--- src/rtl/assert_macros.svh ---
// assertion helpers for the clustering unit rtl
`ifndef ASSERT_MACROS_SVH
`define ASSERT_MACROS_SVH

// check a property on every clock while out of reset
`define PAC_ASSERT(name, clk, rst_n, prop) \
  name: assert property (@(posedge clk) disable iff (!rst_n) prop) \
    else $error("pac assertion failed");

// check a property on every clock, reset included
`define PAC_ASSERT_ALWAYS(name, clk, prop) \
  name: assert property (@(posedge clk) prop) \
    else $error("pac assertion failed");

`endif

--- src/rtl/pac_pkg.sv ---
package pac_pkg;

  localparam int MAX_LEAVES = 32;
  localparam int IDX_W      = $clog2(MAX_LEAVES);
  localparam int ADDR_W     = 2 * IDX_W;
  localparam int VAL_W      = 16;
  localparam int CNT_W      = 6;
  localparam int LBL_W      = 7;

  localparam logic OP_LOAD  = 1'b0;
  localparam logic OP_START = 1'b1;

  typedef struct packed {
    logic                    op;
    logic [4:0]              row;
    logic [4:0]              col;
    logic signed [VAL_W-1:0] value;
  } pac_in_t;

  typedef struct packed {
    logic [5:0] left_node;
    logic [5:0] right_node;
    logic [5:0] new_node;
    logic       last;
  } pac_out_t;

  typedef enum logic {
    ALU_CMP,
    ALU_AVG
  } pac_alu_op_t;

  typedef struct packed {
    logic                    gt;
    logic signed [VAL_W-1:0] avg;
  } pac_alu_res_t;

  typedef enum logic [2:0] {
    ST_IDLE,
    ST_LOAD2,
    ST_SCAN,
    ST_DRAIN,
    ST_LBL_A,
    ST_LBL_B,
    ST_MERGE
  } pac_state_t;

endpackage

--- src/rtl/pac_alu.sv ---
module pac_alu (
  input  pac_pkg::pac_alu_op_t          op,
  input  logic signed [pac_pkg::VAL_W-1:0] a,
  input  logic signed [pac_pkg::VAL_W-1:0] b,
  output pac_pkg::pac_alu_res_t         res
);
  import pac_pkg::*;

  logic              sub;
  logic signed [VAL_W:0] sum;

  // one 17-bit adder: a-b for the compare, a+b for the average
  assign sub = (op == ALU_CMP);
  assign sum = {a[VAL_W-1], a} + (sub ? ~{b[VAL_W-1], b} : {b[VAL_W-1], b})
               + {{VAL_W{1'b0}}, sub};

  assign res.gt  = !sum[VAL_W] && (sum != '0);
  assign res.avg = sum[VAL_W:1];

endmodule

--- config.mk ---
export PLATFORM = sky130hd
export DESIGN_NAME = pac_alu
export DESIGN_NICKNAME = d
export VERILOG_FILES = /design/src/rtl/assert_macros.svh /design/src/rtl/pac_pkg.sv /design/src/rtl/pac_alu.sv
export SDC_FILE = /design/constraint.sdc
export NUM_CORES = 1
export LEC_CHECK = 0
export ABC_AREA = 1
export ABC_CLOCK_PERIOD_IN_PS = 2400
export BUFFER_PORTS_ARGS = -buffer_cell sky130_fd_sc_hd__buf_2
export CAP_MARGIN = 20
export CORE_UTILIZATION = 53
export DETAILED_ROUTE_END_ITERATION = 12
export GPL_TIMING_DRIVEN = 0
export PLACE_DENSITY = 0.87
export SETUP_SLACK_MARGIN = 0.3
export SYNTH_ARGS = -nofsm -noshare
export SYNTH_HDL_FRONTEND = slang
export SYNTH_SLANG_ARGS = --single-unit
--- constraint.sdc ---
create_clock -name vclk -period 2.4
set_clock_uncertainty 0.05 [all_clocks]
set_input_delay 0.24 -clock vclk [all_inputs]
set_output_delay 0.24 -clock vclk [all_outputs]
set_load 0.005 [all_outputs]
==> flow_summary.toml, run 1 <==
[floorplan]
io-pin-count = 50
die_y_um = 51.6
start_util_pct = 57.4
dieWidth_um = 51.6
fp-row-count = 17

[run_status]
lastStage = "global routing"
error = "[ERROR DPL-0038] Utilization greater than 100%, impossible to legalize"
status = "stopped before the end"

[logic_synthesis]
netlist.top_cell.by_area = "nand2_1"
synth_nets = 298
synth_area_um2 = 1310
synth_warnings = 0
synth_cell_types = 21
netlist_instances = 248
avgSynthCellArea_um2 = 5.27
synth-seq-area-share_pct = 0
yosys.area.top_type_share_pct = 24.1
yosys-top-cells-area = "nand2_1, ha_1, inv_1"

[timing]
worstEndpointGrtRepair = "res[16]"
worst-ep-kind = "output port"

[placement]
port_buffers = 49
dp.final_hpwl_um = 2850
routabilityCongestion = 0.866

[grt]
grt_max_degree = 9
[kinds of logic after synthesis]
logic type	synth area share (%)
AOI/OAI and AO/OA	6.13
xor gates and xnor gates	10.7
adders and majority gates	16.9
buffers and inverters	15.8
and+or+nand+nor	50.5
[per-stage QoR]
| stage | area [um2] | hold slack [ps] | std cells | util, % | setup WS, ps |
|---|---|---|---|---|---|
| after CTS | 1860 | 919 | 339 | 81.9 | -6.88 |
| after global placement | 1630 | 919 | 325 | 71.6 | -38.5 |
| after detailed placement | 1630 | 920 | 325 | 71.6 | -53.7 |
| after floorplan | 1350 | 702 | 248 | - | 261 |
[cells in the mapped netlist]
cell type  instances
nor2_1            24
fa_1               1
nand2_1           84
nand3_2            4
nand2_2            7
inv_2              1
ha_1              16
o21ai_0            3
nand3b_1           3
inv_1             49
a22o_1             1
clkbuf_8           1
nor3_1             2
and2_1             1
nand3_1           20
a21oi_1            8
o21ai_4            1
buf_2              1
xnor2_1           15
xor2_1             1
nand4_1            5
[repair_timing]
| action | in CTS |
|---|---|
| endpoints found under the setup margin | 7 |
| pin swaps | 28 |
| hold buffers | 0 |
| resized for setup | 29 |
| cloned | 1 |
| setup buffers | 13 |
==> run 2, diff against run 1 <==
--- a/config.mk
+++ b/config.mk
@@ -9,11 +9,11 @@
 export ABC_CLOCK_PERIOD_IN_PS = 2400
 export BUFFER_PORTS_ARGS = -buffer_cell sky130_fd_sc_hd__buf_2
 export CAP_MARGIN = 20
-export CORE_UTILIZATION = 53
+export CORE_AREA = 2 2 63 65
 export DETAILED_ROUTE_END_ITERATION = 12
+export DIE_AREA = 0 0 65 67
 export GPL_TIMING_DRIVEN = 0
-export PLACE_DENSITY = 0.87
-export SETUP_SLACK_MARGIN = 0.3
+export PLACE_DENSITY_LB_ADDON = 0.15
 export SYNTH_ARGS = -nofsm -noshare
 export SYNTH_HDL_FRONTEND = slang
 export SYNTH_SLANG_ARGS = --single-unit
==> flow_summary.toml, run 2 <==
[run_status]
status = "completed"

[cells_and_area]
drive_above_1_share_pct = 59.9
syn2layout_area_growth_pct = 84.9
diodes = 0
seqCellArea_um2 = 0
layout.nets = 376
nClkBuffers = 0
final_cells = 372
nFillCells = 333
utilization_pct = 67.0
final_cell_mix = "nand2_1, buf_2, inv_1"
seq_cells = 0

[floorplan]
design.die.area_um2 = 4360
fp-row-count = 22
dieWidth_um = 65
start_util_pct = 36.2
die_y_um = 67
io-pin-count = 50
core_um2 = 3610

[timing]
max-slew-margin-rel_pct = 85.5
final.setup.tns_ps = 0
max_slew.worst_pin.slew_ps = 216
fmax_ghz = 0.417
finalMaxSlewViolations = 0
finalSetupViolCount = 0
hold_viol = 0
rsz0062_at_grt = "yes"
period_share_pct = 99.9
period_minus_slack_ps = 2400

[setup_path]
cp.required_ps = 2110
endpoint_kind = "primary output"
crit_fanout = 8
worstPathArrival_ps = 2110
start_kind = "input port"
path_class = "in -> out"

[grt]
grt_use_total_pct = 16.9
grt_overflow = 0
busiest_layer = "met2"
grt_use_met3_pct = 1.01
grt_pass1_wl_um = 6010
grt_use_met2_pct = 30.8
grt_pass1_vias = 1507
grt_antenna_before_repair = 0
use_met1_pct = 22.7
grt_max_degree = 9

[power]
power.leakage_nw = 1.24
vdd_drop_max_mv = 0.198
power_density_nw_per_um2 = 376
p_total_uw = 908

[clock_network]
cts.hold.buffers_added = 0

[drt]
drtAntennaViolNets = 0
drc = 0
drt_wl_total_um = 4080
drtIter0Drc = 81
drt_first_pass_iters = 4
wire_per_inst_um = 11.0
route.vias.total = 1761
routed_via_density = 4.73

[logic_synthesis]
synth_top_cells_by_count = "nand2_1, inv_1, nor2_1"
avgSynthCellArea_um2 = 5.27
netlist.top_cell.by_area = "nand2_1"
yosys-top-cells-area = "nand2_1, ha_1, inv_1"
synth-seq-area-share_pct = 0
synth_cell_types = 21
yosysMostFrequentCell = "nand2_1"
synth_nets = 298
synth_area_um2 = 1310
yosys.area.top_type_share_pct = 24.1
synth_warnings = 0
netlist_instances = 248

[placement]
dp.final_hpwl_um = 2950
routabilityCongestion = 0.888
dp.cells = 345
port_buffers = 49

[worst_hold_path]
hold_depth = 6
min_path_type = "in -> out"
min_delay_worst_endpoint = "res[14]"
worstHoldStart = "a[15]"

[job]
maxCapViolations = 0
[run 2: layout make-up]
| class | count | area, um2 | area share, % |
|---|---|---|---|
| timing repair buffer | 76 | 489 | 20.3 |
| tap | 48 | 60.1 | 2.49 |
| inverter | 50 | 188 | 7.77 |
| buffer | 2 | 45.0 | 1.87 |
| multi-input combinational | 196 | 1630 | 67.6 |
[run 2: how the worst max path moves through the flow]
stage | start | to | slack (ps) | depth (start not counted)
floorplan | op | res[16] | 140 | 16
global placement | op | res[16] | -350 | 16
detailed placement | op | res[16] | -320 | 16
CTS | op | res[16] | -30 | 17
global route | op | res[16] | -110 | 16
finish | op | res[16] | 2 | 16
[run 2: worst max-delay path, stage by stage]
cell	delay, ps
clkbuf_16	160
buf_6	130
xnor2_1	110
ha_1	390
nand2_4	70
buf_4	140
nor2_4	110
and2_4	140
nand2_2	60
nand3_2	70
nand2_2	60
nor2_2	90
nand3_2	80
nor2_1	90
nor2_1	40
buf_2	110
[run 2: cell families (layout without fill, tap and decap cells)]
logic type | Yosys count | after routing | synth area share, %
xor gates and xnor gates | 16 | 16 | 10.7
and+or+nand+nor | 150 | 150 | 50.5
AOI/OAI and AO/OA | 13 | 13 | 6.13
buffers and inverters | 52 | 128 | 15.8
adders and majority gates | 17 | 17 | 16.9
[run 2: timing repair]
action	in CTS	in global routing
pin swaps	30	57
cloned	1	0
gates resized for setup	37	100
setup endpoints to repair	5	2
buffers inserted	14	12
[run 2: per-stage QoR]
step	setup WS, ps	hold WS, ps	area (um2)
after CTS	-28.8	920	1880
after global placement	-349	921	1610
after floorplan	144	702	1310
final	1.92	924	2410
after global routing	-113	967	2410
after detailed placement	-324	914	1610
[run 2: layer usage]
| metal | part of all wire, % | wire length [um] |
|---|---|---|
| met2 | 50 | 2020 |
| met1 | 45 | 1850 |
| met3 | 4.5 | 183 |
| met5 | 0 | 0 |
| met4 | 0.61 | 25 |
[run 2: power by group]
group / internal, mW / switching [mW]
combinational: 0.429 / 0.479
sequential: 0 / 0
clock: 0 / 0
total: 0.429 / 0.479
Power figures use the tool's default switching activity.
==> run 3, diff against run 2 <==
--- a/config.mk
+++ b/config.mk
@@ -6,7 +6,7 @@
 export NUM_CORES = 1
 export LEC_CHECK = 0
 export ABC_AREA = 1
-export ABC_CLOCK_PERIOD_IN_PS = 2400
+export ABC_CLOCK_PERIOD_IN_PS = 2500
 export BUFFER_PORTS_ARGS = -buffer_cell sky130_fd_sc_hd__buf_2
 export CAP_MARGIN = 20
 export CORE_AREA = 2 2 63 65
==> constraint.sdc (replaced) <==
create_clock -name vclk -period 2.5
set_clock_uncertainty 0.05 [all_clocks]
set_input_delay 0.25 -clock vclk [all_inputs]
set_output_delay 0.25 -clock vclk [all_outputs]
set_load 0.005 [all_outputs]
==> flow_summary.toml, run 3 (same netlist as run 2, synthesis figures left out) <==
[run_status]
status = "completed"

[drt]
drtAntennaViolNets = 0
drc = 0
drt_wl_total_um = 3890
routed_via_density = 4.69
drtIter0Drc = 50
drt_first_pass_iters = 4
wire_per_inst_um = 10.6
route.vias.total = 1718

[placement]
dp.cells = 345
placed_area_um2 = 1610
dp.final_hpwl_um = 2950
port_buffers = 49
routabilityCongestion = 0.888
dp_slack_ps = -244

[cells_and_area]
diodes = 0
seqCellArea_um2 = 0
final_cells = 366
final_cell_mix = "nand2_1, buf_2, inv_1"
nFillCells = 359
seq_cells = 0
syn2layout_area_growth_pct = 76.3
layout.nets = 370
design_area_um2 = 2300
layout_commonest_cell = "nand2_1"
multi_input_area_um2 = 1580
utilization_pct = 63.9
nClkBuffers = 0
drive_above_1_share_pct = 54.4

[timing]
finalMaxSlewViolations = 0
period_share_pct = 96.6
max_slew.worst_pin.slew_ps = 270
hold_viol = 0
max-slew-margin-rel_pct = 81.8
finalSetupViolCount = 0
period_minus_slack_ps = 2420
worst_hold_slack_ps = 938
final.setup.tns_ps = 0
rsz0062_at_grt = "yes"
fmax_ghz = 0.414
fin_ws_ps = 84.5

[power]
power.internal_uw = 385
power_density_nw_per_um2 = 354
power.leakage_nw = 1.20
switching_power_uw = 431
swShare_pct = 52.8
p_total_uw = 815
pwr-share-clk_pct = 0
vdd_drop_max_mv = 0.180
pwr-share-comb_pct = 100.0
p_seq_share_pct = 0

[grt]
grt_overflow = 0
grt_max_degree = 9
grt_antenna_before_repair = 0
grt_pass1_vias = 1466
grt_pass1_wl_um = 5950
grt_use_total_pct = 16.8

[setup_path]
critPathTopFamily = "simple AND/OR/NAND/NOR gates"
worstPathArrival_ps = 2120
cp_slowest_cell = "ha_4"
path_class = "in -> out"
cp.required_ps = 2200
crit_buf_inv = 4
endpoint_kind = "primary output"
cp_slowest_stage_delay_ps = 250
endpoint = "res[16]"
critPathLaunch = "op"
crit_fanout = 8
crit_chain = "clkbuf_16, buf_12, xnor2_2, ha_4, nand2_2, inv_2, nand2_2, nand2_2, nand2_1, nand3_1, nand2_1, nand2_1, nor2_4, nand3_2, nor2_1, nor2_1, buf_2"
start_kind = "input port"
cp.depth = 17

[floorplan]
io-pin-count = 50
die_y_um = 67
fp-row-count = 22
core_um2 = 3610
start_util_pct = 36.2
design.die.area_um2 = 4360
dieWidth_um = 65

[clock_network]
cts.hold.buffers_added = 0

[job]
maxCapViolations = 0

[worst_hold_path]
min_path_type = "in -> out"
==> run 3: power by group through the flow <==
stage | Sequential, mW | Combinational (mW) | Clock (mW)
after floorplan | 0 | 0.376 | 0
after global placement | 0 | 0.540 | 0
after detailed placement | 0 | 0.541 | 0
after CTS | 0 | 0.621 | 0
after global routing | 0 | 0.902 | 0
final | 0 | 0.815 | 0
==> run 3: area by class of cell <==
cell class | instances | area share (%)
Tap cell | 48 | 2.61
Buffer | 2 | 1.96
Timing Repair Buffer | 70 | 18.6
Inverter | 50 | 8.15
Multi-Input combinational cell | 196 | 68.7
==> run 3: how the worst min path moves through the flow <==
stage                          to  startpoint  slack (ps)  cells after the start
final                     res[14]       a[15]         940                      6
after global routing      res[15]       a[15]         990                      4
after CTS                 res[14]       a[15]         940                      6
after detailed placement  res[14]       a[15]         930                      6
after global placement    res[14]       a[15]         940                      6
after floorplan           res[14]       a[15]         720                      4
==> run 3: metal layers <==
metal  wire (um)  track usage (%)
met4          26             1.33
met1        1750             22.6
met5           0                0
met2        1960             30.4
met3         159             1.01
==> run 3: what timing repair did <==
action                                  CTS  global route
resized for setup                        24            93
cloned                                    1             0
buffers inserted                         11            10
endpoints found under the setup margin    5             3
pin swaps                                21            54
hold endpoints to repair                  0             0
==> run 4, diff against run 3 <==
--- a/config.mk
+++ b/config.mk
@@ -5,7 +5,6 @@
 export SDC_FILE = /design/constraint.sdc
 export NUM_CORES = 1
 export LEC_CHECK = 0
-export ABC_AREA = 1
 export ABC_CLOCK_PERIOD_IN_PS = 2500
 export BUFFER_PORTS_ARGS = -buffer_cell sky130_fd_sc_hd__buf_2
 export CAP_MARGIN = 20
@@ -14,6 +13,7 @@
 export DIE_AREA = 0 0 65 67
 export GPL_TIMING_DRIVEN = 0
 export PLACE_DENSITY_LB_ADDON = 0.15
+export RECOVER_POWER = 25
 export SYNTH_ARGS = -nofsm -noshare
 export SYNTH_HDL_FRONTEND = slang
 export SYNTH_SLANG_ARGS = --single-unit
==> flow_summary.toml, run 4 <==
[timing]
period_share_pct = 141
final.setup.tns_ps = -2630
max_slew.worst_pin.slew_ps = 339
fmax_ghz = 0.284
worst_hold_slack_ps = 916
rsz0062_at_grt = "yes"
max-slew-margin-rel_pct = 77.2
finalSetupViolCount = 7
hold_viol = 0
finalMaxSlewViolations = 0
period_minus_slack_ps = 3530
fin_ws_ps = -1030

[setup_path]
endpoint_kind = "primary output"
crit_fanout = 6
start_kind = "input port"
worstPathArrival_ps = 3220
path_class = "in -> out"
cp.required_ps = 2200

[grt]
grt_overflow = 0
grt_use_total_pct = 12.0
grt_pass1_wl_um = 4340
grt_antenna_before_repair = 0
grt_pass1_vias = 999
grt_max_degree = 11

[logic_synthesis]
netlist_instances = 122
netlist.top_cell.by_area = "xnor2_1"
synth_top_cells_by_count = "xnor2_1, ha_1, nor2_1"
synth_cell_types = 30
synth_warnings = 0
yosys-top-cells-area = "xnor2_1, ha_1, a21oi_1"
synth-seq-area-share_pct = 0
synth_area_um2 = 901
yosysMostFrequentCell = "xnor2_1"
yosys.area.top_type_share_pct = 24.3
avgSynthCellArea_um2 = 7.38
synth_nets = 172

[cells_and_area]
layout_commonest_cell = "buf_2"
seqCellArea_um2 = 0
syn2layout_area_growth_pct = 73.3
drive_above_1_share_pct = 51.9
layout.nets = 235
diodes = 0
final_cell_mix = "buf_2, xnor2_1, ha_1"
seq_cells = 0
nClkBuffers = 0

[clock_network]
cts.hold.buffers_added = 0

[floorplan]
dieWidth_um = 65
io-pin-count = 50
start_util_pct = 25.0
die_y_um = 67
fp-row-count = 22
core_um2 = 3610
design.die.area_um2 = 4360

[worst_hold_path]
min_delay_worst_endpoint = "res[15]"
worstHoldStart = "a[15]"
hold_depth = 4
min_path_type = "in -> out"

[drt]
routed_via_density = 4.70
route.vias.total = 1086
drt_first_pass_iters = 4
drc = 0
drtIter0Drc = 47
drt_wl_total_um = 2570
wire_per_inst_um = 11.1
drtAntennaViolNets = 0

[placement]
port_buffers = 49
dp.final_hpwl_um = 2140
routabilityCongestion = 0.814

[power]
vdd_drop_max_mv = 0.139
power_density_nw_per_um2 = 387
p_total_uw = 605
power.leakage_nw = 0.727

[run_status]
violations = "setup timing"
status = "complete, but fails checks"

[job]
maxCapViolations = 0
-- run 4: repair_timing --
| item | 4_1_cts | 5_1_grt |
|---|---|---|
| endpoints found under the setup margin | 7 | 9 |
| pin swaps | 18 | 17 |
| resized for setup | 21 | 14 |
| hold endpoints to repair | 0 | 0 |
| setup buffers | 10 | 4 |
-- run 4: layout make-up --
class	count	area [um2]
plain buffers	2	40.0
fillers	378	2040
inverters	7	26.3
multi-input cells	113	1100
well taps	48	60.1
repair buffers	61	339
-- run 4: through the flow --
stage               setup WS, ps  instance area [um2]  utilization [%]  std cells
finish                     -1030                 1560             43.3        231
global route               -1160                 1560             43.3        231
CTS                        -1120                 1470             40.8        229
detailed placement         -1250                 1260             35.0        219
global placement           -1230                 1260             35.0        219
floorplan                   -762                  958                -        122
-- run 4: cells by family (layout without fill, tap and decap cells) --
group | after synthesis | in the layout | share of synthesized area, %
xor+xnor | 27 | 27 | 26.3
buf+inv | 9 | 70 | 4.17
fa+ha+maj | 17 | 17 | 24.4
compound gates | 36 | 36 | 25.8
simple gates | 33 | 33 | 19.3
-- run 4: critical path: stages --
cell and delay (ps):
buf_12 130, buf_4 140, xnor2_2 140, ha_1 330
a21oi_2 170, nand2_1 80, o21ai_2 190, xnor2_2 100
or4b_1 540, or4_4 430, or3_4 350, nor4_4 130
a31oi_1 110, buf_2 140
-- run 4: worst max path at each step --
stage,startpoint,end,slack [ps],cells after the start
CTS,op,res[16],-1120,14
global placement,op,res[16],-1230,14
floorplan,op,res[16],-760,13
global route,a[0],res[16],-1160,14
finish,op,res[16],-1030,14
detailed placement,op,res[16],-1250,14
-- run 4: where the power goes --
group	switching (mW)	internal [mW]
Combinational	0.294	0.311
Sequential	0	0
Clock	0	0
-- run 4: metal layers --
| metal | vias to the layer above | wire length [um] | track usage, % | part of all wire, % |
|---|---|---|---|---|
| met5 | - | 0 | 0 | 0 |
| met4 | 0 | 0 | 0 | 0 |
| met3 | 0 | 127 | 1.01 | 4.9 |
| met2 | 28 | 1350 | 23.1 | 53 |
| met1 | 494 | 1090 | 15.4 | 42 |
| li1 | 564 | - | - | - |
